**src/hdl/agacc_fifo.sv**
```systemverilog
// Small register queue used between the front and the back and on the result side.
`timescale 1ns / 1ps
module agacc_fifo #(
  parameter type         T     = logic,
  parameter int unsigned Depth = 2
) (
  input  logic clk_i,
  input  logic rst_ni,
  input  logic push_i,
  input  T     wdata_i,
  output logic full_o,
  input  logic pop_i,
  output T     rdata_o,
  output logic empty_o
);

  localparam int unsigned PtrW = (Depth > 1) ? $clog2(Depth) : 1;
  localparam int unsigned CntW = $clog2(Depth + 1);

  T              mem_q [Depth];
  logic [PtrW-1:0] wptr_q, wptr_d, rptr_q, rptr_d;
  logic [CntW-1:0] cnt_q, cnt_d;
  logic            do_push, do_pop;

  assign full_o  = (cnt_q == CntW'(Depth));
  assign empty_o = (cnt_q == '0);
  assign do_push = push_i && !full_o;
  assign do_pop  = pop_i && !empty_o;
  assign rdata_o = mem_q[rptr_q];

  always_comb begin
    wptr_d = wptr_q;
    rptr_d = rptr_q;
    cnt_d  = cnt_q;
    if (do_push) begin
      wptr_d = (wptr_q == PtrW'(Depth - 1)) ? '0 : wptr_q + 1'b1;
    end
    if (do_pop) begin
      rptr_d = (rptr_q == PtrW'(Depth - 1)) ? '0 : rptr_q + 1'b1;
    end
    if (do_push && !do_pop) begin
      cnt_d = cnt_q + 1'b1;
    end else if (do_pop && !do_push) begin
      cnt_d = cnt_q - 1'b1;
    end
  end

  always_ff @(posedge clk_i or negedge rst_ni) begin
    if (!rst_ni) begin
      wptr_q <= '0;
      rptr_q <= '0;
      cnt_q  <= '0;
    end else begin
      wptr_q <= wptr_d;
      rptr_q <= rptr_d;
      cnt_q  <= cnt_d;
    end
  end

  always_ff @(posedge clk_i) begin
    if (do_push) begin
      mem_q[wptr_q] <= wdata_i;
    end
  end

endmodule

```
**config.mk**
```make
export PLATFORM = sky130hd
export DESIGN_NAME = agacc_fifo
export DESIGN_NICKNAME = d
export VERILOG_FILES = /design/src/hdl/agacc_fifo.sv
export SDC_FILE = /design/constraint.sdc
export NUM_CORES = 1
export LEC_CHECK = 0
export BUFFER_PORTS_ARGS = -buffer_cell sky130_fd_sc_hd__buf_2
export CORE_AREA = 2 2 39 41
export CTS_BUF_LIST = sky130_fd_sc_hd__clkbuf_8
export CTS_CLUSTER_SIZE = 20
export DETAILED_ROUTE_END_ITERATION = 16
export DIE_AREA = 0 0 41 43
export HOLD_SLACK_MARGIN = 0.12
export PLACE_DENSITY = 0.42
export SYNTH_ARGS = -nofsm -noshare
export SYNTH_HDL_FRONTEND = slang
export SYNTH_SLANG_ARGS = --single-unit
```
**constraint.sdc**
```tcl
create_clock -name clk_i -period 2.49 [get_ports clk_i]
set_input_delay 0.249 -clock clk_i [delete_from_list [all_inputs] [get_ports clk_i]]
set_output_delay 0.249 -clock clk_i [all_outputs]
set_load 0.02 [all_outputs]
```
==> impl_results.md, run 1 <==
* Total Power at 518 uW
* Crit path max-delay family: simple AND/OR/NAND/NOR gates
* Vias in the first global route at 201
* Final TNS setup at 0 ns
* Commonest cells after routing, fill and taps aside: 7 x buf_2, 4 x dfrtp_1
* CP peak stage delay at 0.42 ns
* ANT nets after route at 0
* TritonCTS clock tree: yes
* Starting Density at 0.193
* YS warnings at 0
* Bufs and invs on worst path at 1
* Worst-Margin Slew at 0.200 ns
* Initial antenna violation count at 0
* Full die area at 0.00176 mm2
* Hold depth at 1
* Final setup fails at 0
* DP Wirelength at 326 um
* Pins Over Slew Limit at 0
* Register share of total power at 0.362
* Power Dens Cells at 1370 mW/mm2
* Routed vias at 184
* CTS Buf Count at 3
* Non-filler instance count after layout at 50
* Pin count of the biggest net entering global routing at 6
* Slew HR at 0.866
* Reg-to-reg setup timing slack at 1.03 ns
* # rows at 14
* Pint at 343 uW
* Clk sinks at 6
* Cell area after synthesis at 268 um2
* Setup crit end kind: flip-flop
* Die span in y at 43 um
* Routability Congestion at 0.669
* Switching part of the total at 0.337
* Initial drt markers at 0
* DP Cell Count at 45
* Crit-path cells: nand2b_1, nand2_1, inv_1, ha_1, nor2_1, xor2_1
* Req. time, crit path at 2.64 ns
* I/O pins at 8
* First-pass GRT wire length at 779 um
* Status: finished clean
* Final period util at 0.585
* Via-per-instance ratio at 3.68
* Critical Path AT at 1.60 ns
* Critical Path Slowest Stage Cell: dfrtp_1
* Grt ovf at 0
* Reg2reg path depth at 6
* Post-synthesis cell type count at 12
* DR WL/cell at 8.56 um
* Setup CP Type: reg2reg
* Worst Hold Class: in2reg
* Layout Nets at 41
* Worst-Skew Late Latency at 0.22 ns
* Syn nets at 28
* Share of cells above drive strength 1 at 0.324
* DRC viols at 0
* Root Driver: clkbuf_8
* Max Fclk at 686 MHz
* RSZ-0062 raised after global routing: no
* ANT cells at 0
* Sequential cell area fraction in the yosys report at 0.598
* Comb pwr share at 0.348
* Post-Syn Instances at 22
* Clock share of power at 0.290
* Leak pwr at 0.000186 uW
* Crit path from: cnt_q[0]$_DFFE_PN0P_
* Max Root-Sink Buffers at 2
* First-pass detailed-route iteration total at 1
* Reg-to-reg startpoint: cnt_q[0]$_DFFE_PN0P_
* Commonest non-fill, non-tap cell in the layout: buf_2
* CP max FO at 5
* Htree depth at 1
* Fin util at 0.273
* #FFs+latches synth at 6
* P_sw at 175 uW
* Hold Fails Final Rpt at 0
* R2R Path End: cnt_q[1]$_DFFE_PN0P_
* Syn Area/Cell at 12.2 um2
* Buffer count from post-CTS setup fixing at 0
* Number of max-cap violations at 0
* Clock Pin Slew Worst Setup and Hold Paths at 0.04 ns
* IO Port Bufs at 7
* Core ar. at 0.00138 mm2
* Fin crit period at 1.46 ns
* All-Layer GR Usage at 0.0809
* Layout area overhead at 41.1%
* Worst path depth at 6
* Peak supply drop at 0.332 mV
* Die X at 41 um
* Final wirelength at 428 um
* Critical Path Sink: cnt_q[1]$_DFFE_PN0P_
* Final Skew at 0.00225 ns
* Startpoint types: flip-flop
-- registers in the layout (all words and copies together), names as in the netlist --
name / cells
cnt_q: 2
mem_q: 2
rptr_q: 1
wptr_q: 1
-- what timing repair did --
| action | CTS | global route |
|---|---|---|
| resized for setup | 0 | 0 |
| endpoints found under the hold margin | 4 | 0 |
| hold buffers | 1 | 0 |
-- worst min-delay path by stage --
stage,startpoint,to,slack (ns)
final,wdata_i,mem_q[1]$_DFFE_PP_,0.21
after detailed placement,rst_ni,cnt_q[1]$_DFFE_PN0P_,0.06
after floorplan,rst_ni,cnt_q[0]$_DFFE_PN0P_,-0.05
after global placement,rst_ni,rptr_q$_DFFE_PN0P_,0.06
after global routing,wdata_i,mem_q[1]$_DFFE_PP_,0.21
after CTS,wdata_i,mem_q[1]$_DFFE_PP_,0.21
-- cell type report --
cell class	instances	area (um2)
multi-input cells	14	100
flip-flops and latches	6	160
repair buffers	8	45.0
clock buffers	3	41.3
inverters	2	7.51
well taps	16	20.0
clock inverters	1	3.75
fillers	149	1010
-- power groups by stage --
stage,logic (uW),clock network (uW),registers (uW)
finish,180,150,187
detailed placement,180,0,190
global route,202,163,197
CTS,183,155,188
floorplan,144,0,180
global placement,180,0,186
-- kinds of logic after synthesis --
logic type / count (synthesis) / share of synthesized area
flops: 6 / 0.598
compound gates: 1 / 0.0187
xor+xnor: 5 / 0.164
fa+ha+maj: 1 / 0.0467
mux: 1 / 0.0421
buf+inv: 2 / 0.0280
simple gates: 6 / 0.103
-- routing by layer --
| layer | track usage | wire length (um) | share of wire |
|---|---|---|---|
| met5 | 0 | 0 | 0 |
| met4 | 0.160 | 53 | 0.12 |
| met3 | 0.0314 | 23 | 0.054 |
| met2 | 0.0875 | 189 | 0.44 |
| met1 | 0.0724 | 162 | 0.38 |
-- per-stage QoR --
stage	hold slack, ns	setup WS, ns	cell area (um2)
6_report	0.210	1.03	378
5_1_grt	0.211	0.896	378
4_1_cts	0.207	1.02	378
3_5_place_dp	0.0572	1.03	323
3_3_place_gp	0.0592	1.04	323
2_1_floorplan	-0.0466	1.13	268
-- synthesized netlist by cell type --
master,count,area [um2]
xor2_1,2,17.5
inv_1,2,7.51
xnor2_1,3,26.3
nor2_1,3,11.3
o21ai_1,1,5.00
and3_1,1,6.26
nand2b_1,1,6.26
dfrtp_1,4,100
mux2_2,1,11.3
ha_1,1,12.5
nand2_1,1,3.75
edfxtp_1,2,60.1
No activity file was read; power rests on OpenSTA's default activity.
==> inputs of run 2 (changes only) <==
--- a/config.mk
+++ b/config.mk
@@ -5,6 +5,7 @@
 export SDC_FILE = /design/constraint.sdc
 export NUM_CORES = 1
 export LEC_CHECK = 0
+export ABC_AREA = 1
 export BUFFER_PORTS_ARGS = -buffer_cell sky130_fd_sc_hd__buf_2
 export CORE_AREA = 2 2 39 41
 export CTS_BUF_LIST = sky130_fd_sc_hd__clkbuf_8
@@ -12,7 +13,7 @@
 export DETAILED_ROUTE_END_ITERATION = 16
 export DIE_AREA = 0 0 41 43
 export HOLD_SLACK_MARGIN = 0.12
-export PLACE_DENSITY = 0.42
+export PLACE_DENSITY = 0.47
 export SYNTH_ARGS = -nofsm -noshare
 export SYNTH_HDL_FRONTEND = slang
 export SYNTH_SLANG_ARGS = --single-unit
==> constraint.sdc (replaced) <==
create_clock -name clk_i -period 1.3 [get_ports clk_i]
set_input_delay 0.13 -clock clk_i [delete_from_list [all_inputs] [get_ports clk_i]]
set_output_delay 0.13 -clock clk_i [all_outputs]
set_load 0.02 [all_outputs]
==> run 2 against run 1 <==
Critical path depth is 2 higher. Area after synthesis grew 14%. Sequential share of layout area fell by 9.6 points. Worst hold slack got worse by 0.016 ns. Design area up 31%. Clock power rose by 85%. Final cell count up 40%. Register-to-register slack lost 0.99 ns. Routed wire length is 35% higher. Highest routed layer is now met3.
==> impl_results.md, run 2 <==
* Post-Syn Instances at 37
* Grt ovf at 0
* DR WL/cell at 8.23 um
* Setup crit end kind: flip-flop
* Full die area at 0.00176 mm2
* DRC viols at 0
* Final period util at 0.965
* Slew HR at 0.851
* Worst-Skew Late Latency at 0.22 ns
* Design area at 497 um2
* Pins Over Slew Limit at 0
* Layout Nets at 61
* Clk sinks at 6
* CTS Buf Count at 3
* Top cells by area, synth: dfrtp_1 33%, edfxtp_1 20%, nand2_1 15%
* Yosys top cell area share at 0.328
* Status: finished clean
* Final setup fails at 0
* Die X at 41 um
* First-pass GRT wire length at 917 um
* Area of the multi-input gates at 154 um2
* FILL cells at 154
* YS warnings at 0
* CP max FO at 4
* #FFs+latches synth at 6
* Number of max-cap violations at 0
* Layout area overhead at 62.7%
* Peak supply drop at 0.940 mV
* RSZ-0062 raised after global routing: yes
* Leak pwr at 0.000254 uW
* Biggest regs: cnt_q: 2 flops, mem_q: 2 flops
* Worst-Margin Slew at 0.221 ns
* ANT cells at 0
* Share of cells above drive strength 1 at 0.426
* Buffer count from post-CTS setup fixing at 0
* DP Area at 397 um2
* Syn Area/Cell at 8.25 um2
* Main synth FF type: dfrtp_1
* Pint at 752 uW
* Syn nets at 43
* Reg-to-reg startpoint: cnt_q[1]$_DFFE_PN0P_
* Reg2reg path depth at 8
* Power Dens Cells at 2460 mW/mm2
* Hold depth at 3
* # rows at 14
* Number of enable flip-flop cells after synthesis at 2
* Initial drt markers at 1
* First-pass detailed-route iteration total at 2
* Commonest cells after routing, fill and taps aside: 12 x nand2_1, 7 x inv_1, 7 x buf_2, 4 x buf_4, 3 x clkbuf_8
* Max Root-Sink Buffers at 2
* Commonest non-fill, non-tap cell in the layout: nand2_1
* Sequential cell area at 163 um2
* Startpoint types: flip-flop
* P_sw at 469 uW
* Clock share of power at 0.228
* Total Power at 1220 uW
* All-Layer GR Usage at 0.0829
* Initial antenna violation count at 0
* Synth cell count leaders: 12 x nand2_1, 8 x inv_1, 4 x dfrtp_1
* Cell area after synthesis at 305 um2
* Pin count of the biggest net entering global routing at 5
* Sequential cell area fraction in the yosys report at 0.525
* Final TNS setup at 0 ns
* Crit path from: cnt_q[1]$_DFFE_PN0P_
* ANT nets after route at 0
* Via-per-instance ratio at 3.74
* Switching part of the total at 0.384
* Vias in the first global route at 252
* Htree depth at 1
* Setup CP Type: reg2reg
* Comb pwr share at 0.465
* DP Wirelength at 440 um
* Routed vias at 262
* HP Start: pop_i
* Asr flop ratio synth at 0.667
* Die span in y at 43 um
* Root Driver: clkbuf_8
* Final Skew at 0.00405 ns
* Routability Congestion at 0.763
* Post-synthesis cell type count at 12
* Hold Fails Final Rpt at 0
* Clock Pin Slew Worst Setup and Hold Paths at 0.03 ns
* Worst Hold Class: in2reg
* Critical Path AT at 1.36 ns
* TritonCTS clock tree: yes
* IO Port Bufs at 7
* Register share of total power at 0.307
* Fin Hold WS at 0.194 ns
* Core ar. at 0.00138 mm2
* Leading area contributor after synthesis: dfrtp_1
* Max Fclk at 797 MHz
* I/O pins at 8
* Fin crit period at 1.25 ns
* Top-count cell post-synth: nand2_1
* Req. time, crit path at 1.40 ns
* Final wirelength at 576 um
* Starting Density at 0.221
run 2: changes by cell type after synthesis, sizes merged, moves of 2 or more:
cell   before  now
xor2        2    0
xnor2       3    1
inv         2    8
nand2       1   12
run 2: cells by family after synthesis:
| kind of cell | count (synthesis) | synth area share |
|---|---|---|
| adders and majority gates | 1 | 0.0410 |
| DFF | 6 | 0.525 |
| xor gates and xnor gates | 1 | 0.0287 |
| buffers and inverters | 8 | 0.0984 |
| AOI/OAI and AO/OA | 2 | 0.0328 |
| and+or+nand+nor | 19 | 0.275 |
run 2: area by class of cell:
type                            instances  share of cell area
Tap cell                               16              0.0403
Multi-Input combinational cell         23               0.310
Sequential cell                         6               0.327
Timing Repair Buffer                   13               0.171
Inverter                                8              0.0605
Clock buffer                            3              0.0831
Clock inverter                          1             0.00756
run 2: worst paths after layout:
check                                            end  slack [ns]
min in group asynchronous         wptr_q$_DFFE_PN0N_        0.24
worst max register to register  cnt_q[1]$_DFFE_PN0P_        0.05
worst min register to register    wptr_q$_DFFE_PN0N_        0.49
worst max-delay path            cnt_q[1]$_DFFE_PN0P_        0.05
max in group asynchronous       cnt_q[0]$_DFFE_PN0P_        0.93
worst min-delay path              rptr_q$_DFFE_PN0P_        0.19
run 2: per-layer routing:
metal | vias up | wire [um] | GRT usage
met5 | - | 0 | 0
met4 | 0 | 0 | 0.100
met3 | 0 | 22 | 0.0157
met2 | 7 | 271 | 0.103
met1 | 109 | 282 | 0.102
li1 | 146 | - | -
run 2: power by group through the flow:
stage	registers [uW]	clock network [uW]	logic (uW)
global route	386	308	645
floorplan	348	0	326
global placement	355	0	493
detailed placement	354	0	500
finish	374	278	568
CTS	354	287	507
run 2: critical path, cell delays in order (launching register included):
cell and delay, ns:
dfrtp_2 0.44, inv_2 0.09, nor2_4 0.04, nor2_4 0.13, ha_4 0.22, inv_2 0.06, nand3_2 0.06, nand2_1 0.05
nand2_1 0.04
run 2: metrics by stage:
step | utilization | setup WS (ns) | std cells
after floorplan | - | 0.00517 | 37
after global placement | 0.287 | -0.0746 | 64
after detailed placement | 0.287 | -0.0879 | 64
after CTS | 0.334 | -0.000826 | 70
after global routing | 0.359 | -0.0543 | 70
final | 0.359 | 0.0454 | 70
run 2: timing repair:
action | CTS | global route
hold buffers | 2 | 0
endpoints found under the hold margin | 6 | 0
gates resized for setup | 1 | 7
pin swaps | 2 | 2
setup endpoints to repair | 1 | 1
